**src/sv/digamma_evaluator_top_assert.svh**
```systemverilog
// ----------------------------------------------------------------------------
// Digamma evaluator assertion macros
// Shared concurrent assertion forms for the digamma evaluator.
// ----------------------------------------------------------------------------
`ifndef DIGAMMA_EVALUATOR_TOP_ASSERT_SVH
`define DIGAMMA_EVALUATOR_TOP_ASSERT_SVH

// Same-cycle implication
`define DGEV_ASSERT_IMP(lbl, ante, cons, msg) \
  lbl: assert property (@(posedge clk) disable iff (rst) (ante) |-> (cons)) \
    else $error(msg);

// Next-cycle implication
`define DGEV_ASSERT_NXT(lbl, ante, cons, msg) \
  lbl: assert property (@(posedge clk) disable iff (rst) (ante) |=> (cons)) \
    else $error(msg);

`endif

```
**src/sv/dgev_pkg.sv**
```systemverilog
// ----------------------------------------------------------------------------
// Digamma evaluator package
// Constants, series coefficients and shared types.
// ----------------------------------------------------------------------------
package dgev_pkg;

  // ln 2 in Q.32
  localparam logic [31:0] LN2_Q32 = 32'd2977044472;

  // divider status
  typedef struct packed {
    logic busy;
    logic done;
  } dgev_div_stat_t;

  // asymptotic series coefficients, Q.32, lowest order first
  function automatic logic signed [33:0] series_coef(input logic [2:0] k);
    logic signed [33:0] c;
    case (k)
      3'd0: c = -34'sd357913941;
      3'd1: c = 34'sd35791394;
      3'd2: c = -34'sd17043521;
      3'd3: c = 34'sd17895697;
      3'd4: c = -34'sd32537631;
      3'd5: c = 34'sd90592869;
      3'd6: c = -34'sd357913941;
      default: c = 34'sd1903786361;
    endcase
    return c;
  endfunction

endpackage

```
**src/sv/dgev_mul.sv**
```systemverilog
// ----------------------------------------------------------------------------
// Digamma evaluator multiplier
// Shared 32x32 unsigned multiplier with registered product.
// ----------------------------------------------------------------------------
module dgev_mul (
  input  logic        clk,
  input  logic [31:0] a,
  input  logic [31:0] b,
  output logic [63:0] prod
);

  // product register, no reset needed
  always_ff @(posedge clk) begin
    prod <= 64'(a) * 64'(b);
  end

endmodule

```
**src/sv/dgev_div.sv**
```systemverilog
// ----------------------------------------------------------------------------
// Digamma evaluator divider
// Restoring divider, one quotient bit per cycle.
// ----------------------------------------------------------------------------
module dgev_div #(
  parameter int NW = 49
) (
  input  logic                    clk,
  input  logic                    rst,
  input  logic                    start,
  input  logic [NW-1:0]           num,
  input  logic [31:0]             den,
  output logic [NW-1:0]           quo,
  output dgev_pkg::dgev_div_stat_t stat
);
  import dgev_pkg::*;

  localparam int CW = $clog2(NW + 1);

  logic [31:0]   rem;
  logic [31:0]   dreg;
  logic [CW-1:0] cnt;
  logic [32:0]   trial;
  logic          fit;

  // trial subtract
  assign trial = {rem, quo[NW-1]};
  assign fit   = trial >= {1'b0, dreg};

  // control
  always_ff @(posedge clk) begin
    if (rst) begin
      stat <= '0;
      cnt  <= '0;
    end else begin
      stat.done <= 1'b0;
      if (start) begin
        stat.busy <= 1'b1;
        cnt       <= CW'(NW);
      end else if (stat.busy) begin
        cnt <= cnt - 1'b1;
        if (cnt == CW'(1)) begin
          stat.busy <= 1'b0;
          stat.done <= 1'b1;
        end
      end
    end
  end

  // datapath: quotient shifts in where the dividend shifts out
  always_ff @(posedge clk) begin
    if (start) begin
      quo  <= num;
      rem  <= '0;
      dreg <= den;
    end else if (stat.busy) begin
      rem <= fit ? 32'(trial - {1'b0, dreg}) : trial[31:0];
      quo <= {quo[NW-2:0], fit};
    end
  end

endmodule

```
**src/sv/digamma_evaluator_top.sv**
```systemverilog
// ----------------------------------------------------------------------------
// Digamma evaluator
// psi(x) in Q16.16 by recurrence, iterative log and asymptotic series.
// ----------------------------------------------------------------------------
// Channel | Direction | Payload
// s_*     | in        | tdata[31:0] arg_value
// m_*     | out       | tdata[31:0] psi_value, tuser[0] saturated, tuser[1] invalid_arg
//
// One word at a time; s_tready is high only while the sequencer is idle.
// A zero argument skips the evaluation and is output as zero, flagged invalid_arg.
// A finished word waits in the output register; m_tready low stalls only
// the final load. Synchronous reset.
module digamma_evaluator_top #(
  parameter int FRAC_BITS   = 16,
  parameter int SHIFT_LIMIT = 5
) (
  input  logic        clk,
  input  logic        rst,
  input  logic        s_tvalid,
  output logic        s_tready,
  input  logic [31:0] s_tdata,   // [31:0] arg_value
  output logic        m_tvalid,
  input  logic        m_tready,
  output logic [31:0] m_tdata,   // [31:0] psi_value
  output logic [1:0]  m_tuser    // [0] saturated, [1] invalid_arg
);
  import dgev_pkg::*;

  localparam int          NW    = 33 + FRAC_BITS;
  localparam int          SH    = 32 - FRAC_BITS;
  localparam logic [31:0] LIMIT = 32'(SHIFT_LIMIT) << FRAC_BITS;
  localparam logic [31:0] ONE   = 32'd1 << FRAC_BITS;

  localparam logic [4:0] S_IDLE  = 5'd0,  S_CHK   = 5'd1,  S_RDIV = 5'd2,
                         S_NORM  = 5'd3,  S_LSQ   = 5'd4,  S_LSQW = 5'd5,
                         S_LFR   = 5'd6,  S_LFRW  = 5'd7,  S_LINT = 5'd8,
                         S_LINTW = 5'd9,  S_HDIV  = 5'd10, S_RDV2 = 5'd11,
                         S_FSQ   = 5'd12, S_FSQW  = 5'd13, S_HM   = 5'd14,
                         S_HMW   = 5'd15, S_MAG   = 5'd16, S_OUT  = 5'd17;

  logic [4:0]         state;
  logic [31:0]        u;
  logic signed [63:0] acc;
  logic [31:0]        m;
  logic [4:0]         p;
  logic [31:0]        fr;
  logic [4:0]         rcnt;
  logic [31:0]        r;
  logic [31:0]        f;
  logic signed [33:0] t;
  logic [2:0]         kcnt;
  logic               inv;
  logic               neg;
  logic [63:0]        mag;

  // shared units
  logic [31:0]    mul_a, mul_b;
  logic [63:0]    prod;
  logic           div_start, div_half;
  logic [NW-1:0]  div_num, div_q;
  dgev_div_stat_t div_stat;

  dgev_mul u_mul (.clk(clk), .a(mul_a), .b(mul_b), .prod(prod));

  dgev_div #(.NW(NW)) u_div (
    .clk(clk), .rst(rst), .start(div_start), .num(div_num), .den(u),
    .quo(div_q), .stat(div_stat)
  );

  // derived values
  logic signed [6:0]  pf;
  logic [5:0]         pmag;
  logic [31:0]        tmag;
  logic [64:0]        prr;
  logic [31:0]        pr;
  logic signed [33:0] spr;
  logic [32:0]        mm;
  logic [63:0]        rnd;

  assign pf   = $signed({2'b00, p}) - 7'(FRAC_BITS);
  assign pmag = pf[6] ? 6'(-pf) : pf[5:0];
  assign tmag = t[33] ? 32'(-t) : t[31:0];
  assign prr  = 65'(prod) + 65'h8000_0000;
  assign pr   = prr[63:32];
  assign spr  = t[33] ? -$signed({2'b00, pr}) : $signed({2'b00, pr});
  assign mm   = prod[63:31];
  assign rnd  = (mag + (64'd1 << (SH - 1))) >> SH;

  // divider start and numerator
  assign div_start = (state == S_CHK && u <= LIMIT) || state == S_LINTW
                   || (state == S_HDIV && div_stat.done);
  assign div_half  = (state == S_LINTW);
  assign div_num   = (div_half ? (NW'(1) << (31 + FRAC_BITS))
                               : (NW'(1) << (32 + FRAC_BITS))) + NW'(u >> 1);

  // multiplier operand select
  always_comb begin
    mul_a = '0;
    mul_b = '0;
    unique case (state)
      S_LSQ:   begin mul_a = m;          mul_b = m;       end
      S_LFR:   begin mul_a = fr;         mul_b = LN2_Q32; end
      S_LINT:  begin mul_a = 32'(pmag);  mul_b = LN2_Q32; end
      S_FSQ:   begin mul_a = r;          mul_b = r;       end
      S_HM:    begin mul_a = tmag;       mul_b = f;       end
      default: begin mul_a = '0;         mul_b = '0;      end
    endcase
  end

  assign s_tready = (state == S_IDLE);

  // sequencer
  always_ff @(posedge clk) begin
    if (rst) begin
      state    <= S_IDLE;
      m_tvalid <= 1'b0;
    end else begin
      // S_OUT drives m_tvalid itself
      if (m_tvalid && m_tready && state != S_OUT) m_tvalid <= 1'b0;
      unique case (state)
        S_IDLE: if (s_tvalid) begin
          u   <= s_tdata;
          acc <= '0;
          mag <= '0;
          neg <= 1'b0;
          inv <= (s_tdata == '0);
          state <= (s_tdata == '0) ? S_OUT : S_CHK;
        end
        S_CHK: begin
          if (u <= LIMIT) state <= S_RDIV;
          else begin
            m     <= u;
            p     <= 5'd31;
            state <= S_NORM;
          end
        end
        S_RDIV: if (div_stat.done) begin
          acc   <= acc - $signed(64'(div_q));
          u     <= u + ONE;
          state <= S_CHK;
        end
        S_NORM: begin
          if (m[31]) begin
            rcnt  <= '0;
            fr    <= '0;
            state <= S_LSQ;
          end else begin
            m <= m << 1;
            p <= p - 1'b1;
          end
        end
        S_LSQ: state <= S_LSQW;
        // one log2 fraction bit per squaring
        S_LSQW: begin
          m     <= mm[32] ? mm[32:1] : mm[31:0];
          fr    <= {fr[30:0], mm[32]};
          rcnt  <= rcnt + 1'b1;
          state <= (rcnt == 5'd31) ? S_LFR : S_LSQ;
        end
        S_LFR:  state <= S_LFRW;
        S_LFRW: begin
          acc   <= acc + $signed(64'(prr[64:32]));
          state <= S_LINT;
        end
        S_LINT:  state <= S_LINTW;
        S_LINTW: begin
          acc   <= pf[6] ? acc - $signed(prod) : acc + $signed(prod);
          state <= S_HDIV;
        end
        S_HDIV: if (div_stat.done) begin
          acc   <= acc - $signed(64'(div_q));
          state <= S_RDV2;
        end
        S_RDV2: if (div_stat.done) begin
          r     <= div_q[31:0];
          state <= S_FSQ;
        end
        S_FSQ:  state <= S_FSQW;
        S_FSQW: begin
          f     <= pr;
          t     <= series_coef(3'd7);
          kcnt  <= 3'd7;
          state <= S_HM;
        end
        S_HM:  state <= S_HMW;
        // Horner step, last product goes to the accumulator
        S_HMW: begin
          if (kcnt != 3'd0) begin
            t     <= series_coef(kcnt - 1'b1) + spr;
            kcnt  <= kcnt - 1'b1;
            state <= S_HM;
          end else begin
            acc   <= acc + {{30{spr[33]}}, spr};
            state <= S_MAG;
          end
        end
        S_MAG: begin
          neg   <= acc[63];
          mag   <= acc[63] ? 64'(-acc) : 64'(acc);
          state <= S_OUT;
        end
        // round, clamp and load the output register
        S_OUT: if (!m_tvalid || m_tready) begin
          m_tvalid <= 1'b1;
          if (inv) begin
            m_tdata <= '0;
            m_tuser <= 2'b10;
          end else if (neg) begin
            m_tdata <= (rnd > 64'h8000_0000) ? 32'h8000_0000 : 32'(-rnd);
            m_tuser <= {1'b0, rnd > 64'h8000_0000};
          end else begin
            m_tdata <= (rnd > 64'h7FFF_FFFF) ? 32'h7FFF_FFFF : rnd[31:0];
            m_tuser <= {1'b0, rnd > 64'h7FFF_FFFF};
          end
          state <= S_IDLE;
        end
        default: state <= S_IDLE;
      endcase
    end
  end

  `include "digamma_evaluator_top_assert.svh"

  `DGEV_ASSERT_IMP(a_div_free, div_start, !div_stat.busy, "divider restarted while busy")
  `DGEV_ASSERT_NXT(a_leave_idle, s_tvalid && s_tready, state != S_IDLE, "accept did not start work")
  `DGEV_ASSERT_IMP(a_flag_excl, m_tvalid, !(m_tuser[0] && m_tuser[1]), "both flags set")
  `DGEV_ASSERT_IMP(a_inv_zero, m_tvalid && m_tuser[1], m_tdata == '0, "invalid result not zero")

endmodule
```
**config.mk**
```make
export PLATFORM = sky130hd
export DESIGN_NAME = digamma_evaluator_top
export DESIGN_NICKNAME = d
export VERILOG_FILES = /design/src/sv/dgev_pkg.sv /design/src/sv/dgev_mul.sv /design/src/sv/dgev_div.sv /design/src/sv/digamma_evaluator_top.sv
export VERILOG_INCLUDE_DIRS = /design/src /design/src/sv
export SDC_FILE = /design/constraint.sdc
export NUM_CORES = 2
export LEC_CHECK = 0
export BUFFER_PORTS_ARGS = -buffer_cell sky130_fd_sc_hd__buf_2
export CORE_MARGIN = 2
export CORE_UTILIZATION = 70
export DETAILED_ROUTE_END_ITERATION = 10
export GPL_TIMING_DRIVEN = 1
export PLACE_DENSITY = 0.87
export SETUP_SLACK_MARGIN = 0.15
export SYNTH_ARGS = -nofsm -noshare
export SYNTH_HDL_FRONTEND = slang
export SYNTH_SLANG_ARGS = --single-unit
```
**constraint.sdc**
```tcl
create_clock -name clk -period 22.5 [get_ports clk]
set_input_delay 1.125 -clock clk [delete_from_list [all_inputs] [get_ports clk]]
set_output_delay 1.125 -clock clk [all_outputs]
set_load 0.02 [all_outputs]
```
======== Word level (Yosys, flattened, before mapping) ========
Cells that the tools add are included.
storage, ports and cells
  logic and storage cells ................. 192
  output and inout bits ................... 36
  memory bits (read-only) ................. 0
  memories ................................ 0
  register bits ........................... 562
  bits in writable memories ............... 0
  bits in latches ......................... 0
  input bits .............................. 36
cells by class
  order comparisons ....................... 4
  muxes and demuxes ....................... 63
  divide/modulo/power cells ............... 0
  equality and inequality tests ........... 37
  add/subtract/negate cells ............... 21
  bitwise operators ....................... 2
  shift-type cells ........................ 0
  multipliers ............................. 1
  reductions and logical operators ........ 38
operators by type and width
  cell                    number
  $mux 32                 11
  $mux 64                 5
  $pmux 64 s5             1
  $pmux 34 s6             1
  $mux 34                 5
  $pmux 32 s5             1
  $mux 49                 3
  $add 64x64->64          2
  $pmux 32 s2             2
  $pmux 32 s4             1
  $pmux 64 s2             1
  $pmux 32 s3             1
  $pmux 5 s18             1
  $pmux 34 s2             1
  $add 64x32->65 const B  1
  $add 64x16->64 const B  1
  $add 64x34->64          1
  $mul 32x32->64          1
  $neg 32->32             2
  $neg 64->64             1
  $sub 64x50->64          1
  $sub 64x64->64          1
  $mux 5                  11
  $add 49x31->49          1
  other kinds (50)        109

======== Longest topological paths before layout ========
  depth after elaboration ................. 10
  gate-level depth with buffers ........... 41
  mapped depth without buffers ............ 38

======== By module ========
Synthesis repeated with hierarchy kept, for this count alone.
unflattened totals
  cells, all modules ...................... 8234
  area total of the unflattened synthesis .. 74292.5 sq um
by module, submodules not included
  module                 sequential area each (sq um)  area each (sq um)  instances  cells an instance
  dgev_mul               1281.2                        35031.1            1          3841
  digamma_evaluator_top  10780.3                       32576.2            1          3753
  dgev_div               3233.1                        6685.2             1          640

======== Worst setup path before layout ========
OpenSTA, ideal clock, no wires.
  path type ............................... register to register
  from .................................... register t[8]
  to ...................................... register u_mul.prod[62]
  setup time .............................. 0.072 ns
  clock period less this slack ............ 10.129 ns
  arrival time ............................ 10.056 ns
  cell stages (with the launch flop) ...... 35
  data required time ...................... 22.428 ns
  path slack .............................. 12.371 ns
  buffers on the path ..................... 1
  cell sequence ........................... edfxtp_1 > or4_1 > nor4_1 > nor2b_1 > nand2b_1 > o41ai_1 > xor2_1 > nor2_1 > a211oi_1 > clkbuf_1 > nor2_1 > fa_1 > inv_1 > fa_1 > fa_1 > fa_1 > inv_1 > fa_1 > fa_1 > fa_1 > inv_1 > fa_1 > inv_1 > ha_1 > and2_1 > and3_1 > and4_1 > a31o_2 > nor3_1 > a31o_2 > a31oi_1 > a221oi_1 > o21ai_0 > a311oi_1 > xnor2_1
between the ends
  word-level cells in the longest chain between the ends .. 4
RTL lines
  element                 line                          RTL
  start, declared         digamma_evaluator_top.sv:50   logic signed [33:0] t;
  start signal, assigned  digamma_evaluator_top.sv:181  t <= series_coef(3'd7);
  start signal, assigned  digamma_evaluator_top.sv:189  t <= series_coef(kcnt - 1'b1) + spr;
  $neg 32->32             digamma_evaluator_top.sv:82   assign tmag = t[33] ? 32'(-t) : t[31:0];
  $mux 32 *               digamma_evaluator_top.sv:82
  $pmux 32 s5 *           digamma_evaluator_top.sv:100  unique case (state)
  $mul 32x32->64 *        dgev_mul.sv:14                prod <= 64'(a) * 64'(b);
  end signal, assigned    dgev_mul.sv:14
  end, declared           dgev_mul.sv:9                 output logic [63:0] prod
Every way passes the cells marked *; elsewhere a longest branch is shown, timed or not.
A chain may end at the register's enable or synchronous reset.

======== Worst setup path in the final report ========
  from .................................... register state[2]
  to ...................................... register u_mul.prod[41]
between the ends
  word-level cells in the longest chain between the ends .. 4
  elaborated cells on any way between the ends .. 9
  classes of those cells .................. 1 x mul; 5 x eq/ne; 2 x mux; 1 x reduce/logical
RTL lines
  element                                   line                          RTL
  start, declared                           digamma_evaluator_top.sv:41   logic [4:0] state;
  start signal, assigned                    digamma_evaluator_top.sv:127  state <= (s_tdata == '0) ? S_OUT : S_CHK;
  start signal, assigned                    digamma_evaluator_top.sv:158  state <= (rcnt == 5'd31) ? S_LFR : S_LSQ;
  $eq 5x4->1 or $eq 5x3->1 (tied branches)  digamma_evaluator_top.sv:100
  $reduce_or 2->1 (no line)                 --
  $pmux 32 s4                               digamma_evaluator_top.sv:100
  $mul 32x32->64 *                          dgev_mul.sv:14
Marks and branches as above.

==> flow_summary.yaml <==
min_path:
  hp-class: "reg -> reg"
timing:
  fin_skew_ps: 69.7
  final.setup.worst_slack_ps: 10570
  fmax_mhz: 83.8
  slew_viol_final: 0
  slew_headroom_pct: 7.07
  fin_tns_setup_ps: 0
  setup_viol: 0
  rsz0062_at_grt: "false"
  layout_min_cycle_time_ps: 11930
  hold_violations: 0
  finalCritPeriodShare_pct: 53.0
  worst_slew_pin_slew_ps: 1390
synthesis:
  synth-seq-cells: 546
  synth_largest_area_cell: "fa_1"
  syn_nets: 9600
  netlist.area_leader.share_pct: 25.0
  syn_inst: 8189
  synthArstFlopShare_pct: 0
  synth-edff-count: 436
  ys.flop_type: "edfxtp_1"
  synth_area_um2: 72000
  synth_most_common_cell: "inv_1"
  seq_area_frac_synth_pct: 21.2
  synth.avg_cell_area_um2: 8.79
  synth_cell_type_count: 87
  synthTopCellsByCount: "inv_1 (1117), nand2_1 (976), nor2_1 (932)"
  ys_top_cells_by_area: "fa_1 (25%), edfxtp_1 (18%), ha_1 (8.3%), inv_1 (5.8%), nand2_1 (5.1%)"
  yosysWarnings: 0
placement:
  place_area_um2: 74000
  dp.cells: 9346
  gp_congestion: 1.09
  dp_hpwl_um: 210000
  pre_cts_slack_ps: 10760
  io_buffers: 71
global_route:
  grt_pass1_vias: 63900
  gr-max-usage-layer: "met2"
  grt_antenna_before_repair: 18
  grt-ovfl-total: 0
  grt_max_degree: 70
  met2_usage_pct: 70.1
  grt_util_all_layers_pct: 50.3
  grt_util_met3_pct: 22.4
  grt_pass1_wl_um: 396000
  use_met1_pct: 64.9
power_and_ir_drop:
  p_leak_nw: 34.8
  p_total_mw: 3.77
  p_per_area_nw_per_um2: 49.6
  peakVddDrop_uv: 104
die:
  num_rows: 117
  start_util_pct: 70.7
  core_region_area_um2: 102000
  io_pins: 72
  die-area_um2: 105000
  fp.dieW_um: 325
  die_h_um: 325
worst_setup_path:
  path_class: "reg -> reg"
  crit_path_end_kind: "register"
  worst-path-max-fanout: 33
  arrival_ps: 12460
  startpoint_type: "register"
  cpPeakStageDelay_ps: 1030
  slowest_stage: "a21o_1"
  cp.required_ps: 23030
  critPathMostFrequentCell: "fa_1"
clock_network:
  cts_buffers: 61
  post-cts-setup-buffer-count: 0
  clk_pin_slew_worst_paths_ps: 80
  clock_latency_ps: 730
  ctsHoldBuffers: 0
  numClockSinks: 546
  clock_path_buffers: 3
  root_buffer: "clkbuf_16"
  cts_tree: "yes"
  htree_levels: 2
  post_cts_resized: 0
layout:
  fillers: 7321
  syn_to_final_growth_pct: 5.60
  final-instance-count-excl-fill: 9480
  layout-drive-gt1-share_pct: 5.30
  fin_nets: 9453
  postLayoutCellArea_um2: 76100
run:
  maxCapViolations: 0
detailed_routing:
  drc_errors: 0
  dr.pass1.iters: 10
  vias: 65100
  drt_iter0_drc: 11000
  via_per_inst: 6.87
  ant_nets: 0
  routed_wl_um: 267000
  post_drt_wl_per_cell_um: 28.2
outcome:
  outcome: "completed"
[layer usage]
layer  routed length, µm  share of wire, %
met1               92500                35
met4               19900               7.4
met3               46600                17
met5                 618              0.23
met2              108000                40
[state kept, by name (all words and copies together), names as in the netlist, 33 cells and up]
register / cells
t: 33
u_div.quo: 49
u_mul.prod: 64
acc: 64
mag: 49
[cell usage in the layout, fill, tap and decap left out, types with 49 or more instances in the layout]
cell type  instances
clkbuf_16         61
a21oi_1          321
xor2_1           252
o21ai_0          302
xnor2_1          266
inv_1           1117
edfxtp_1         436
nand2_1          975
fa_1             900
buf_4            125
nor2_1           922
nand3_1          115
or3_1             60
and2_1            97
nand4_1           82
mux2i_1           69
o22ai_1           60
o31ai_1           49
nor3_1            89
a21o_1           175
a211o_1           54
ha_1             475
buf_2             71
and3_1            52
dfxtp_1          108
[final timing paths]
kind	from	endpoint	slack [ps]	cells after the start
hold reg to reg	u_div.rem[31]	u_div.rem[31]	490	2
hold / removal	u_div.rem[31]	u_div.rem[31]	490	2
setup / recovery	state[2]	u_mul.prod[41]	10570	25
setup reg to reg	state[2]	u_mul.prod[41]	10570	25
[cell type report]
| cell class | instances | area (µm²) | area share (%) |
|---|---|---|---|
| inverters | 1120 | 4200 | 5.53 |
| clock inverters | 43 | 439 | 0.577 |
| diodes | 17 | 42.5 | 0.0559 |
| well taps | 1368 | 1710 | 2.25 |
| repair buffers | 197 | 1300 | 1.71 |
| clock buffers | 73 | 1610 | 2.11 |
| flip-flops and latches | 546 | 15300 | 20.1 |
| multi-input cells | 6116 | 51500 | 67.7 |
[per-stage QoR]
stage	hold WS (ps)	util (%)
CTS	494	74.6
finish	494	74.6
detailed placement	460	72.6
global route	525	74.6
global placement	477	72.6
floorplan	424	-
[logic make-up (layout without fill, tap and decap cells)]
| logic type | Yosys count | in the layout | share of synthesized area [%] |
|---|---|---|---|
| xor+xnor | 518 | 518 | 6.30 |
| compound gates | 1482 | 1482 | 13.6 |
| fa+ha+maj | 1375 | 1375 | 33.3 |
| flops | 546 | 546 | 21.2 |
| buf+inv | 1527 | 1433 | 7.98 |
| mux | 77 | 77 | 1.08 |
| other cells | 0 | 17 | 0 |
| simple gates | 2664 | 2664 | 16.5 |
[worst max-delay path, delay by kind of cell (launching register included)]
family	cells	cell delay, ps
compound gates	5	3000
buf+inv	3	150
flops	1	610
simple gates	7	2720
xor+xnor	1	480
fa+ha+maj	9	4720
[report_power, final]
part           switching (mW)  total [mW]  internal, mW
Sequential              0.101        1.26          1.16
Clock                   0.488        1.05         0.564
Combinational           0.941        1.46         0.520
Total                    1.53        3.77          2.24
No activity file was read; power rests on OpenSTA's default activity.
